### src/rtl/core/tmit_pkg.sv
package tmit_pkg;

   localparam int MAC_W  = 48;
   localparam int TYPE_W = 3;

   // action codes
   localparam logic [1:0] ACT_LOOKUP = 2'd0;
   localparam logic [1:0] ACT_ADD    = 2'd1;
   localparam logic [1:0] ACT_REMOVE = 2'd2;
   localparam logic [1:0] ACT_READ   = 2'd3;

   // status codes
   localparam logic [1:0] STAT_OK     = 2'd0;
   localparam logic [1:0] STAT_MISS   = 2'd1;
   localparam logic [1:0] STAT_FULL   = 2'd2;
   localparam logic [1:0] STAT_BADARG = 2'd3;

   localparam logic [TYPE_W-1:0] MIN_VALID_TYPE = 3'd1;
   localparam logic [TYPE_W-1:0] MAX_VALID_TYPE = 3'd6;

   typedef struct packed {
      logic [1:0]        action;
      logic [TYPE_W-1:0] threat_type;
      logic [MAC_W-1:0]  mac_address;
      logic [7:0]        entry_index;
   } req_type;

   typedef struct packed {
      logic [1:0]        status;
      logic [TYPE_W-1:0] found_type;
      logic [MAC_W-1:0]  found_mac;
      logic [4:0]        entry_total;
   } rsp_type;

   typedef struct packed {
      logic [TYPE_W-1:0] threat_type;
      logic [MAC_W-1:0]  mac_address;
   } entry_type;

   typedef enum logic [2:0] {
      S_IDLE,
      S_READ,
      S_SCAN,
      S_SHIFT,
      S_RESP
   } state_type;

endpackage

### src/rtl/core/typed_mac_ignore_table.sv
// channel  | ports                          | direction | item
// ---------+--------------------------------+-----------+------------------------------
// request  | req_valid req_ready req_data   | in        | action, type, mac, index
// response | rsp_valid rsp_ready rsp_data   | out       | status, type, mac, entry total
//
// one item at a time; the table sits in a single synchronous ram (one read, one write port)
// lookup and add walk the ram one entry a cycle until a hit or the end of the table
// remove copies each later entry down one slot; read fetches the indexed entry; a bad
// argument goes straight to the response state
// reset clears the state, entry count, pending flag and rsp_valid; ram needs no clearing
// a result waiting on rsp_ready does not block the next request, only its own response
module typed_mac_ignore_table
   import tmit_pkg::*;
#(
   parameter int TABLE_DEPTH = 16
) (
   input  logic    clock,
   input  logic    reset,
   input  logic    req_valid,
   output logic    req_ready,
   input  req_type req_data,
   output logic    rsp_valid,
   input  logic    rsp_ready,
   output rsp_type rsp_data
);

   localparam int CNT_W = $clog2(TABLE_DEPTH + 1);
   localparam int IDX_W = (TABLE_DEPTH > 1) ? $clog2(TABLE_DEPTH) : 1;

   // entry table
   entry_type mem [TABLE_DEPTH];

   state_type        state_ff, state_in;
   req_type          req_ff, req_in;
   logic [CNT_W-1:0] count_ff, count_in;
   logic [CNT_W-1:0] scan_ff, scan_in;     // next entry to read
   logic [CNT_W-1:0] dst_ff, dst_in;       // shift destination
   logic             pend_ff, pend_in;     // read data valid this cycle
   rsp_type          res_ff, res_in;       // result waiting for the output slot
   rsp_type          rsp_ff, rsp_in;
   logic             rsp_valid_ff, rsp_valid_in;
   entry_type        rd_data_ff;

   logic [CNT_W-1:0] rd_addr;
   logic             wr_en;
   logic [CNT_W-1:0] wr_addr;
   entry_type        wr_data;

   logic             req_fire;
   logic             type_ok;
   logic             idx_ok;
   logic             scan_more;
   logic             scan_done;
   logic             hit;
   logic             table_full;
   logic             slot_free;

   assign req_ready = (state_ff == S_IDLE);
   assign req_fire  = req_valid && req_ready;
   assign rsp_valid = rsp_valid_ff;
   assign rsp_data  = rsp_ff;

   assign type_ok    = (req_data.threat_type >= MIN_VALID_TYPE) &&
                       (req_data.threat_type <= MAX_VALID_TYPE);
   assign idx_ok     = 9'(req_data.entry_index) < 9'(count_ff);
   assign scan_more  = scan_ff < count_ff;
   assign scan_done  = !scan_more && !pend_ff;
   assign hit        = pend_ff && (rd_data_ff.threat_type == req_ff.threat_type) &&
                       (rd_data_ff.mac_address == req_ff.mac_address);
   assign table_full = (count_ff == CNT_W'(TABLE_DEPTH));
   assign slot_free  = !rsp_valid_ff || rsp_ready;

   // next state
   always_comb begin
      state_in = state_ff;
      unique case (state_ff)
         S_IDLE: begin
            if (req_fire) begin
               unique case (req_data.action) inside
                  ACT_LOOKUP, ACT_ADD: state_in = type_ok ? S_SCAN : S_RESP;
                  ACT_REMOVE:          state_in = idx_ok ? S_SHIFT : S_RESP;
                  ACT_READ:            state_in = idx_ok ? S_READ : S_RESP;
                  default:             state_in = S_RESP;
               endcase
            end
         end
         S_READ: state_in = S_RESP;
         S_SCAN: begin
            if (hit || scan_done) begin
               state_in = S_RESP;
            end
         end
         S_SHIFT: begin
            if (scan_done) begin
               state_in = S_RESP;
            end
         end
         S_RESP: begin
            if (slot_free) begin
               state_in = S_IDLE;
            end
         end
         default: state_in = S_IDLE;
      endcase
   end

   // datapath and ram control
   always_comb begin
      req_in       = req_ff;
      count_in     = count_ff;
      scan_in      = scan_ff;
      dst_in       = dst_ff;
      pend_in      = 1'b0;
      res_in       = res_ff;
      rsp_in       = rsp_ff;
      rsp_valid_in = rsp_valid_ff && !rsp_ready;
      rd_addr      = scan_ff;
      wr_en        = 1'b0;
      wr_addr      = dst_ff;
      wr_data      = rd_data_ff;

      unique case (state_ff)
         S_IDLE: begin
            rd_addr = CNT_W'(req_data.entry_index);
            if (req_fire) begin
               req_in = req_data;
               res_in = '0;
               res_in.status = STAT_BADARG;
               scan_in = '0;
               dst_in  = CNT_W'(req_data.entry_index);
               if (req_data.action == ACT_REMOVE) begin
                  scan_in = CNT_W'(req_data.entry_index) + CNT_W'(1);
               end
            end
         end
         S_READ: begin
            res_in.status      = STAT_OK;
            res_in.found_type  = rd_data_ff.threat_type;
            res_in.found_mac   = rd_data_ff.mac_address;
         end
         S_SCAN: begin
            if (hit) begin
               res_in.status = STAT_OK;
            end else if (scan_done) begin
               if (req_ff.action == ACT_LOOKUP) begin
                  res_in.status = STAT_MISS;
               end else if (table_full) begin
                  res_in.status = STAT_FULL;
               end else begin
                  // append at the end of the packed table
                  wr_en   = 1'b1;
                  wr_addr = count_ff;
                  wr_data.threat_type = req_ff.threat_type;
                  wr_data.mac_address = req_ff.mac_address;
                  count_in = count_ff + CNT_W'(1);
                  res_in.status = STAT_OK;
               end
            end else begin
               pend_in = scan_more;
               if (scan_more) begin
                  scan_in = scan_ff + CNT_W'(1);
               end
            end
         end
         S_SHIFT: begin
            // entry read last cycle moves down one slot
            if (pend_ff) begin
               wr_en  = 1'b1;
               dst_in = dst_ff + CNT_W'(1);
            end
            pend_in = scan_more;
            if (scan_more) begin
               scan_in = scan_ff + CNT_W'(1);
            end
            if (scan_done) begin
               count_in = count_ff - CNT_W'(1);
               res_in.status = STAT_OK;
            end
         end
         S_RESP: begin
            if (slot_free) begin
               rsp_in             = res_ff;
               rsp_in.entry_total = 5'(9'(count_ff));
               rsp_valid_in       = 1'b1;
            end
         end
         default: ;
      endcase
   end

   // table ram
   always_ff @(posedge clock) begin
      if (wr_en) begin
         mem[wr_addr[IDX_W-1:0]] <= wr_data;
      end
      rd_data_ff <= mem[rd_addr[IDX_W-1:0]];
   end

   always_ff @(posedge clock) begin
      if (reset) begin
         state_ff     <= S_IDLE;
         count_ff     <= '0;
         pend_ff      <= 1'b0;
         rsp_valid_ff <= 1'b0;
      end else begin
         state_ff     <= state_in;
         count_ff     <= count_in;
         pend_ff      <= pend_in;
         rsp_valid_ff <= rsp_valid_in;
      end
   end

   always_ff @(posedge clock) begin
      req_ff  <= req_in;
      scan_ff <= scan_in;
      dst_ff  <= dst_in;
      res_ff  <= res_in;
      rsp_ff  <= rsp_in;
   end

endmodule

### config.mk
export PLATFORM = sky130hd
export DESIGN_NAME = typed_mac_ignore_table
export DESIGN_NICKNAME = d
export VERILOG_FILES = /design/src/rtl/core/tmit_pkg.sv /design/src/rtl/core/typed_mac_ignore_table.sv
export SDC_FILE = /design/constraint.sdc
export NUM_CORES = 1
export LEC_CHECK = 0
export BUFFER_PORTS_ARGS = -buffer_cell sky130_fd_sc_hd__buf_2
export CORE_UTILIZATION = 60
export DETAILED_ROUTE_END_ITERATION = 10
export PLACE_DENSITY = 0.76
export SKIP_CTS_REPAIR_TIMING = 1
export SYNTH_ARGS = -nofsm -noshare
export SYNTH_HDL_FRONTEND = slang
export SYNTH_SLANG_ARGS = --single-unit
### constraint.sdc
create_clock -name clock -period 10.5 [get_ports clock]
set_input_delay 2.1 -clock clock [delete_from_list [all_inputs] [get_ports clock]]
set_output_delay 2.1 -clock clock [all_outputs]
set_load 0.02 [all_outputs]
==> results.yml, run 1 <==
sta:
  clock-skew-final_ns: 0.0324
  final-max-slew-violation-count: 0
  tns_ns: 0
  worst_slew_pin_slew_ns: 1.21
  final-setup-viol-count: 0
  hold_violations: 0
  rsz0062_at_grt: "false"
  finalWorstSetupSlack_ns: 5.77
  max_freq_ghz: 0.211
  max_slew_margin: 0.171
  period_share: 0.451
  period_needed_ns: 4.73
setup_path:
  reg2reg_depth: 10
  critPathTopFamily: "buffers and inverters"
  critical_path_class: "reg2reg"
  rr_endpoint: "mem[0][5]"
  r2r_start: "count_ff[1]"
  cp_max_fo: 45
  setup.worst_path.start_class: "flip-flop"
  slowest_delay_ns: 0.76
  crit_chain: "inv_1 -> ha_1 -> nand2_1 -> o21ai_1 -> a31oi_1 -> or2_1 -> or4_4 -> buf_4 -> o21ai_4 -> buf_4"
  crit_path_top_delay_cell: "buf_4"
  cp_common_cell: "buf_4"
  endpoint_kind: "flip-flop"
  critPathArrivalTime_ns: 5.00
  worst-path-buf-inv: 3
  required_ns: 10.76
  ff2ff_setup_slack_ns: 5.77
global_route:
  grt_pass1_wl_mm: 135
  grt_pass1_vias: 20000
  grt_max_degree: 161
  gr-usage-all-layers: 0.283
  gr-total-overflow: 0
  antenna_found_initial: 3
placed_design:
  port-buffer-count: 124
  gp_congestion: 0.882
  pre_cts_slack_ns: 5.47
  dpl_cell_area_mm2: 0.0416
  place_hpwl_mm: 46.8
hold_path:
  min_from: "res_ff[41]"
  holdPathStages: 0
  hold_path.class: "reg2reg"
  hold_end: "rsp_data[41]"
yosys:
  async_flop_share: 0
  netlist_area_mm2: 0.0398
  synth_edf_count: 989
  synthTopCellsByArea: "edfxtp_1 (75%), mux4_2 (12%), dfxtp_1 (3.1%)"
  ys_seq_elements: 1050
  synth_warnings: 0
  yosys_most_used_dff: "edfxtp_1"
  synth.avg_cell_area_um2: 20.9
  synth_cell_types: 49
  synth_top_cell_area_share: 0.747
  synth_top_area_cell: "edfxtp_1"
  yosysSeqAreaShare: 0.778
  synth.net_count: 1979
  netlist_instances: 1899
clock_tree:
  cts_inserted_buffers: 99
  clk_path_buf_depth: 3
  root_buffer: "clkbuf_16"
  tritoncts: "yes"
  htreeDepth: 3
  clkSinkCount: 1050
  clk_latency_ns: 0.66
  clk_pin_slew_worst_paths_ns: 0.06
power_and_ir_drop:
  total_leakage_power_nw: 14.7
  power_density_mw_per_mm2: 216
  vdd_drop_max_mv: 0.138
flow_run:
  maxCapViolCount: 0
floorplanning:
  rows: 94
  initial_core_util: 0.606
  die_w_um: 259
  pin_count: 125
  die-area_mm2: 0.0673
  core_area_mm2: 0.0656
  die_h_um: 259
detailed_routing:
  wire_per_inst_um: 31.0
  dr.first_iter.drc_count: 2800
  drt-total-wl_mm: 93.5
  via_count: 20100
  avgViaCountPerCell: 6.66
  final_antenna_net_count: 0
  drc: 0
  drt-pass1-iter-count: 6
layout:
  syn_to_final_growth_pct: 13.1
  stdcell_area_mm2: 0.0450
  drive_above_1_share: 0.274
  fin_util: 0.685
  nNetsFinal: 2149
status:
  status: "completed"
-- cell type report --
cell class                 count  area [um2]
antenna                        1        2.50
timing repair buffer         156         886
multi-input combinational    742        8660
clock buffer                 133        2810
clock inverter                48         522
tap                          864        1080
sequential                  1050       30900
inverter                      20        75.1
fill                        3965       20700
-- power by group --
part / total (mW) / internal, mW / switching, mW / leakage, nW
logic: 1.04 / 0.353 / 0.689 / 3.51
clock network: 3.62 / 2.12 / 1.50 / 1.62
registers: 5.05 / 4.94 / 0.104 / 9.54
-- how the worst max path moves through the flow --
| stage | startpoint | to | slack (ns) | cells past startpoint |
|---|---|---|---|---|
| after global placement | req_data[0] | rd_data_ff[28] | 5.54 | 6 |
| final | count_ff[1] | mem[0][5] | 5.77 | 10 |
| after floorplan | count_ff[1] | mem[8][0] | 2.23 | 12 |
| after detailed placement | req_data[0] | rd_data_ff[30] | 5.47 | 6 |
| after CTS | count_ff[1] | mem[0][5] | 5.80 | 10 |
| after global routing | count_ff[1] | mem[0][5] | 5.56 | 10 |
-- cell usage in the layout, fill, tap and decap left out, drive strengths merged, types with 3 or more instances in the layout --
cell,count
xnor2,50
mux2,51
o41ai,4
o21ai,5
mux2i,8
clkinv,30
xor2,6
a22oi,104
ha,14
bufinv,10
nor2,24
edfxtp,989
dfxtp,61
nor4,10
nand2b,17
nand3,20
mux4,204
a21o,5
clkbuf,133
clkinvlp,5
nand2,89
nor3,8
a21oi,10
and2,48
nand4,18
o31ai,13
o32ai,3
o22ai,4
nor2b,3
buf,156
inv,23
o2111ai,5
-- cell families (layout without fill, tap and decap cells) --
family,after synthesis,count (layout),share of synthesized area
DFF,1050,1050,0.778
muxes,263,263,0.132
buffers and inverters,107,357,0.0117
xor gates and xnor gates,56,56,0.0123
and+or+nand+nor,246,246,0.0312
other,0,1,0
AOI/OAI and AO/OA,162,162,0.0302
adders and majority gates,15,15,0.00491
-- layer usage --
metal  up-vias  wire length [um]  track usage
met5         -                24            0
met4         4              3260        0.105
met3       212             10200       0.0534
met2      1321             44300        0.437
met1     10400             35700        0.410
li1       8162                 -            -
-- flip-flops by register name, summed over array words and instances, names as in the netlist --
signal,flops
mem,816
rsp_data,58
req_ff,53
res_ff,53
rd_data_ff,51
count_ff,5
scan_ff,5
dst_ff,4
state_ff,3
pend_ff,1
rsp_valid,1
-- metrics by stage --
| stage | hold WS, ns | power, mW | cells |
|---|---|---|---|
| 2_1_floorplan | 0.400 | 5.78 | 1899 |
| 3_3_place_gp | 0.401 | 6.11 | 2832 |
| 3_5_place_dp | 0.405 | 6.16 | 2832 |
| 4_1_cts | 0.414 | 9.74 | 3013 |
| 5_1_grt | 0.413 | 9.95 | 3013 |
| 6_report | 0.409 | 9.71 | 3014 |
-- cells in the mapped netlist (20+ instances only) --
master,n
edfxtp_1,989
mux4_2,204
a22oi_1,104
nand2_1,89
dfxtp_1,61
clkbuf_1,56
mux2_2,51
xnor2_1,50
and2_1,48
nor2_1,24
inv_1,20
nand3_1,20
-- worst register-to-register path, delay by kind of cell (launching register included) --
kind | cells | cell delay, ns
AOI/OAI and AO/OA | 3 | 0.90
adders and majority gates | 1 | 0.32
buffers and inverters | 3 | 1.52
DFF | 1 | 0.53
and+or+nand+nor | 3 | 1.05
Power figures use the tool's default switching activity.
==> run 2, diff against run 1 <==
Clock period 10.5 ns to 4.8 ns, I/O delays scaled along.
==> run 2 against run 1 <==
Compared with the run above: clock skew is 0.0093 ns lower; clock power is 110% higher; core utilization is 0.52 points higher; final area is 0.77% higher; final cell count is 0.86% higher; critical endpoint is now mem[1][50]; largest power group unchanged.
==> results.yml, run 2 (synthesized netlist as in run 1, its figures left out) <==
hold_path:
  min_from: "res_ff[39]"
  hold_path.class: "reg2reg"
clock_tree:
  cts_inserted_buffers: 101
  clk_latency_ns: 0.67
  clk_path_buf_depth: 3
  root_buffer: "clkbuf_16"
  htreeDepth: 3
  clk_pin_slew_worst_paths_ns: 0.06
  clkSinkCount: 1050
  tritoncts: "yes"
placed_design:
  port-buffer-count: 124
  place_hpwl_mm: 50.6
  gp_congestion: 0.875
  place_inst: 2854
  pre_cts_slack_ns: 0.761
layout:
  diodes: 0
  final_cells: 3040
  drive_above_1_share: 0.279
  mostFrequentLayoutCells: "edfxtp_1 (989), mux4_2 (204), buf_2 (124), a22oi_1 (104), clkbuf_16 (102)"
  syn_to_final_growth_pct: 13.9
  final_common_cell: "edfxtp_1"
  largest_reg_flops: 816
  nNetsFinal: 2173
floorplanning:
  die_h_um: 259
  initial_core_util: 0.606
  core_area_mm2: 0.0656
  die_w_um: 259
  pin_count: 125
  die-area_mm2: 0.0673
  rows: 94
detailed_routing:
  drc: 0
  drt-pass1-iter-count: 6
  via_count: 19900
  dr.first_iter.drc_count: 2423
  drt-total-wl_mm: 91.0
  final_antenna_net_count: 0
  avgViaCountPerCell: 6.54
  wire_per_inst_um: 29.9
sta:
  final-setup-viol-count: 0
  hold_ws_ns: 0.412
  final-max-slew-violation-count: 0
  period_needed_ns: 4.08
  finalWorstSetupSlack_ns: 0.716
  max_freq_ghz: 0.245
  hold_violations: 0
  period_share: 0.851
  worst_slew_pin_slew_ns: 1.08
  max_slew_margin: 0.262
  tns_ns: 0
  clock-skew-final_ns: 0.0231
  rsz0062_at_grt: "false"
setup_path:
  critPathTopFamily: "compound AO/OA/AOI/OAI gates"
  worst-path-buf-inv: 2
  crit_start: "count_ff[1]"
  setup.worst_path.start_class: "flip-flop"
  crit_path_top_delay_cell: "o31ai_4"
  critical_path_class: "reg2reg"
  critPathArrivalTime_ns: 4.45
  cp_max_fo: 28
  slowest_delay_ns: 0.90
  crit_chain: "inv_1 -> ha_1 -> nand2_1 -> o21ai_1 -> a31oi_1 -> or2_1 -> or4_4 -> o31ai_4 -> buf_4"
  required_ns: 5.16
  r2r_start: "count_ff[1]"
  endpoint_kind: "flip-flop"
power_and_ir_drop:
  sw_frac_of_total: 0.242
  intPower_mw: 15.9
  p_comb_frac: 0.112
  total_leakage_power_nw: 14.8
  switchingPower_mw: 5.07
  power_density_mw_per_mm2: 463
  vdd_drop_max_mv: 0.374
  pwr-share-clk: 0.362
  p_seq_frac: 0.526
global_route:
  gr-total-overflow: 0
  grt_pass1_wl_mm: 133
  gr-usage-all-layers: 0.277
  antenna_found_initial: 1
  grt_pass1_vias: 20300
  grt_max_degree: 59
flow_run:
  maxCapViolCount: 0
status:
  status: "completed"
## run 2: metrics by stage
step                instance area (um2)  utilization  power, mW
floorplan                         39900            -       12.6
global placement                  42100        0.642       13.4
detailed placement                42100        0.642       13.5
CTS                               45300        0.690       21.1
global route                      45300        0.690       21.6
finish                            45300        0.690       21.0
## run 2: final timing paths
kind,end,slack [ns],cells after the start
hold reg to reg,rsp_data[39],0.41,0
setup / recovery,mem[1][50],0.72,9
setup reg to reg,mem[1][50],0.72,9
hold / removal,rsp_data[39],0.41,0
## run 2: layer usage
layer | wire, um | track usage | vias to the layer above
met2 | 43900 | 0.435 | 1156
met4 | 2760 | 0.0975 | 0
li1 | - | - | 8226
met1 | 35000 | 0.387 | 10300
met5 | 0 | 0 | -
met3 | 9280 | 0.0613 | 167
## run 2: final cells by class
cell class | instances | area (um2)
inverter | 20 | 75.1
clock inverter | 46 | 395
multi-input combinational | 742 | 8690
timing repair buffer | 178 | 1340
clock buffer | 140 | 2800
sequential | 1050 | 30900
tap | 864 | 1080
fill | 3879 | 20300
## run 2: power groups by stage
stage / sequential (mW) / combinational (mW) / clock [mW]
final: 11.0 / 2.34 / 7.60
after global routing: 11.1 / 2.49 / 8.01
after CTS: 11.0 / 2.34 / 7.68
after detailed placement: 11.2 / 2.32 / 0
after global placement: 11.2 / 2.22 / 0
after floorplan: 11.2 / 1.49 / 0
==> run 3, diff against run 2 <==
Settings changed: TNS_END_PERCENT set to 5.
Clock period 4.8 ns to 4.64 ns, I/O delays scaled along.
==> run 3 against run 2 <==
Compared with the run above: combinational power grew 3%; critical path type unchanged; clock power grew 5.5%; global-route usage grew 0.87 points; wire length grew 3.6%; register-to-register slack lost 0.15 ns; final area grew 0.12%; highest routed layer unchanged; sequential cell count is the same; clock-buffer cell count shrank 19.
==> results.yml, run 3 (synthesized netlist as in run 1, its figures left out) <==
clock_tree:
  clk_pin_slew_worst_paths_ns: 0.06
  clk_path_buf_depth: 3
  cts_inserted_buffers: 99
  clk_latency_ns: 0.68
  root_buffer: "clkbuf_16"
  tritoncts: "yes"
  clkSinkCount: 1050
  htreeDepth: 3
sta:
  finalWorstSetupSlack_ns: 0.567
  hold_violations: 0
  rsz0062_at_grt: "false"
  period_needed_ns: 4.07
  worst_slew_pin_slew_ns: 1.07
  max_slew_margin: 0.285
  max_freq_ghz: 0.246
  final-setup-viol-count: 0
  tns_ns: 0
  clock-skew-final_ns: 0.0281
  period_share: 0.878
  hold_ws_ns: 0.393
  final-max-slew-violation-count: 0
setup_path:
  endpoint_kind: "flip-flop"
  ff2ff_setup_slack_ns: 0.57
  cp_max_fo: 37
  setup.worst_path.start_class: "flip-flop"
  crit_start: "count_ff[1]"
  required_ns: 4.97
  critical_path_class: "reg2reg"
  critPathArrivalTime_ns: 4.41
  r2r_start: "count_ff[1]"
global_route:
  antenna_found_initial: 2
  grt_pass1_wl_mm: 136
  gr-total-overflow: 0
  gr-usage-all-layers: 0.285
  grt_max_degree: 83
  grt_pass1_vias: 20100
detailed_routing:
  drc: 0
  dr.first_iter.drc_count: 2649
  drt-pass1-iter-count: 6
  avgViaCountPerCell: 6.60
  final_antenna_net_count: 0
  drt-total-wl_mm: 94.3
  wire_per_inst_um: 31.0
  via_count: 20100
floorplanning:
  die_h_um: 259
  rows: 94
  die_w_um: 259
  initial_core_util: 0.606
  core_area_mm2: 0.0656
  pin_count: 125
  die-area_mm2: 0.0673
placed_design:
  pre_cts_slack_ns: 0.609
  gp_congestion: 0.902
  port-buffer-count: 124
  place_hpwl_mm: 50.7
layout:
  fillers: 3915
  drive_above_1_share: 0.282
  largest_reg_flops: 816
  nNetsFinal: 2171
  diodes: 0
  mostFrequentLayoutCells: "edfxtp_1 (989), mux4_2 (204), buf_2 (124), a22oi_1 (104), clkbuf_16 (99)"
  final_common_cell: "edfxtp_1"
  fin_util: 0.691
  syn_to_final_growth_pct: 14.1
power_and_ir_drop:
  power_mw: 21.8
  vdd_drop_max_mv: 0.359
  power_density_mw_per_mm2: 482
  total_leakage_power_nw: 14.8
status:
  status: "completed"
hold_path:
  hold_path.class: "reg2reg"
  min_from: "res_ff[40]"
flow_run:
  maxCapViolCount: 0
[run 3: changes by cell type in the layout (fill, tap and decap cells not counted)]
cell / delta
clkbuf_16: -3
clkinv_2: +7
clkinv_8: -1
clkinv_16: +2
clkinv_4: +4
clkinvlp_4: +3
buf_12: +1
bufinv_16: +5
clkbuf_1: -8
inv_16: -1
buf_4: -1
clkbuf_8: -8
inv_6: -1
[run 3: critical path, cell delays in order, from the launching register on]
cell,delay [ns]
dfxtp_1,0.63
inv_1,0.24
ha_1,0.35
nand2_1,0.05
o21ai_1,0.12
a31oi_1,0.19
or2_1,0.29
or4_4,0.76
o32ai_4,0.67
buf_12,0.37
[run 3: area by class of cell]
class	count	area, um2	area share
inverter	20	75.1	0.00166
tap	864	1080	0.0238
clock inverter	64	653	0.0144
timing repair buffer	178	1350	0.0298
multi-input combinational	742	8690	0.192
clock buffer	121	2580	0.0569
sequential	1050	30900	0.682
[run 3: where the power goes]
part | switching, mW | total, mW | internal, mW
Combinational | 1.60 | 2.41 | 0.817
Sequential | 0.237 | 11.4 | 11.2
Clock | 3.52 | 8.02 | 4.50
Total | 5.35 | 21.8 | 16.5
[run 3: worst paths after layout]
path | endpoint | cells after the start
setup reg to reg | mem[9][37] | 9
hold / removal | rsp_data[40] | 0
setup / recovery | mem[9][37] | 9
hold reg to reg | rsp_data[40] | 0
[run 3: metrics by stage]
stage               instance area (um2)  std cells
floorplan                         39900       1899
global placement                  42100       2854
detailed placement                42100       2854
CTS                               45400       3039
global route                      45400       3039
finish                            45400       3039
[run 3: layer usage]
metal  part of all wire  vias up  GRT usage
met4              0.028        0     0.0917
met3               0.11      172     0.0501
met1               0.38    10400      0.413
met5                  0        -          0
met2               0.49     1289      0.450
li1                   -     8211          -
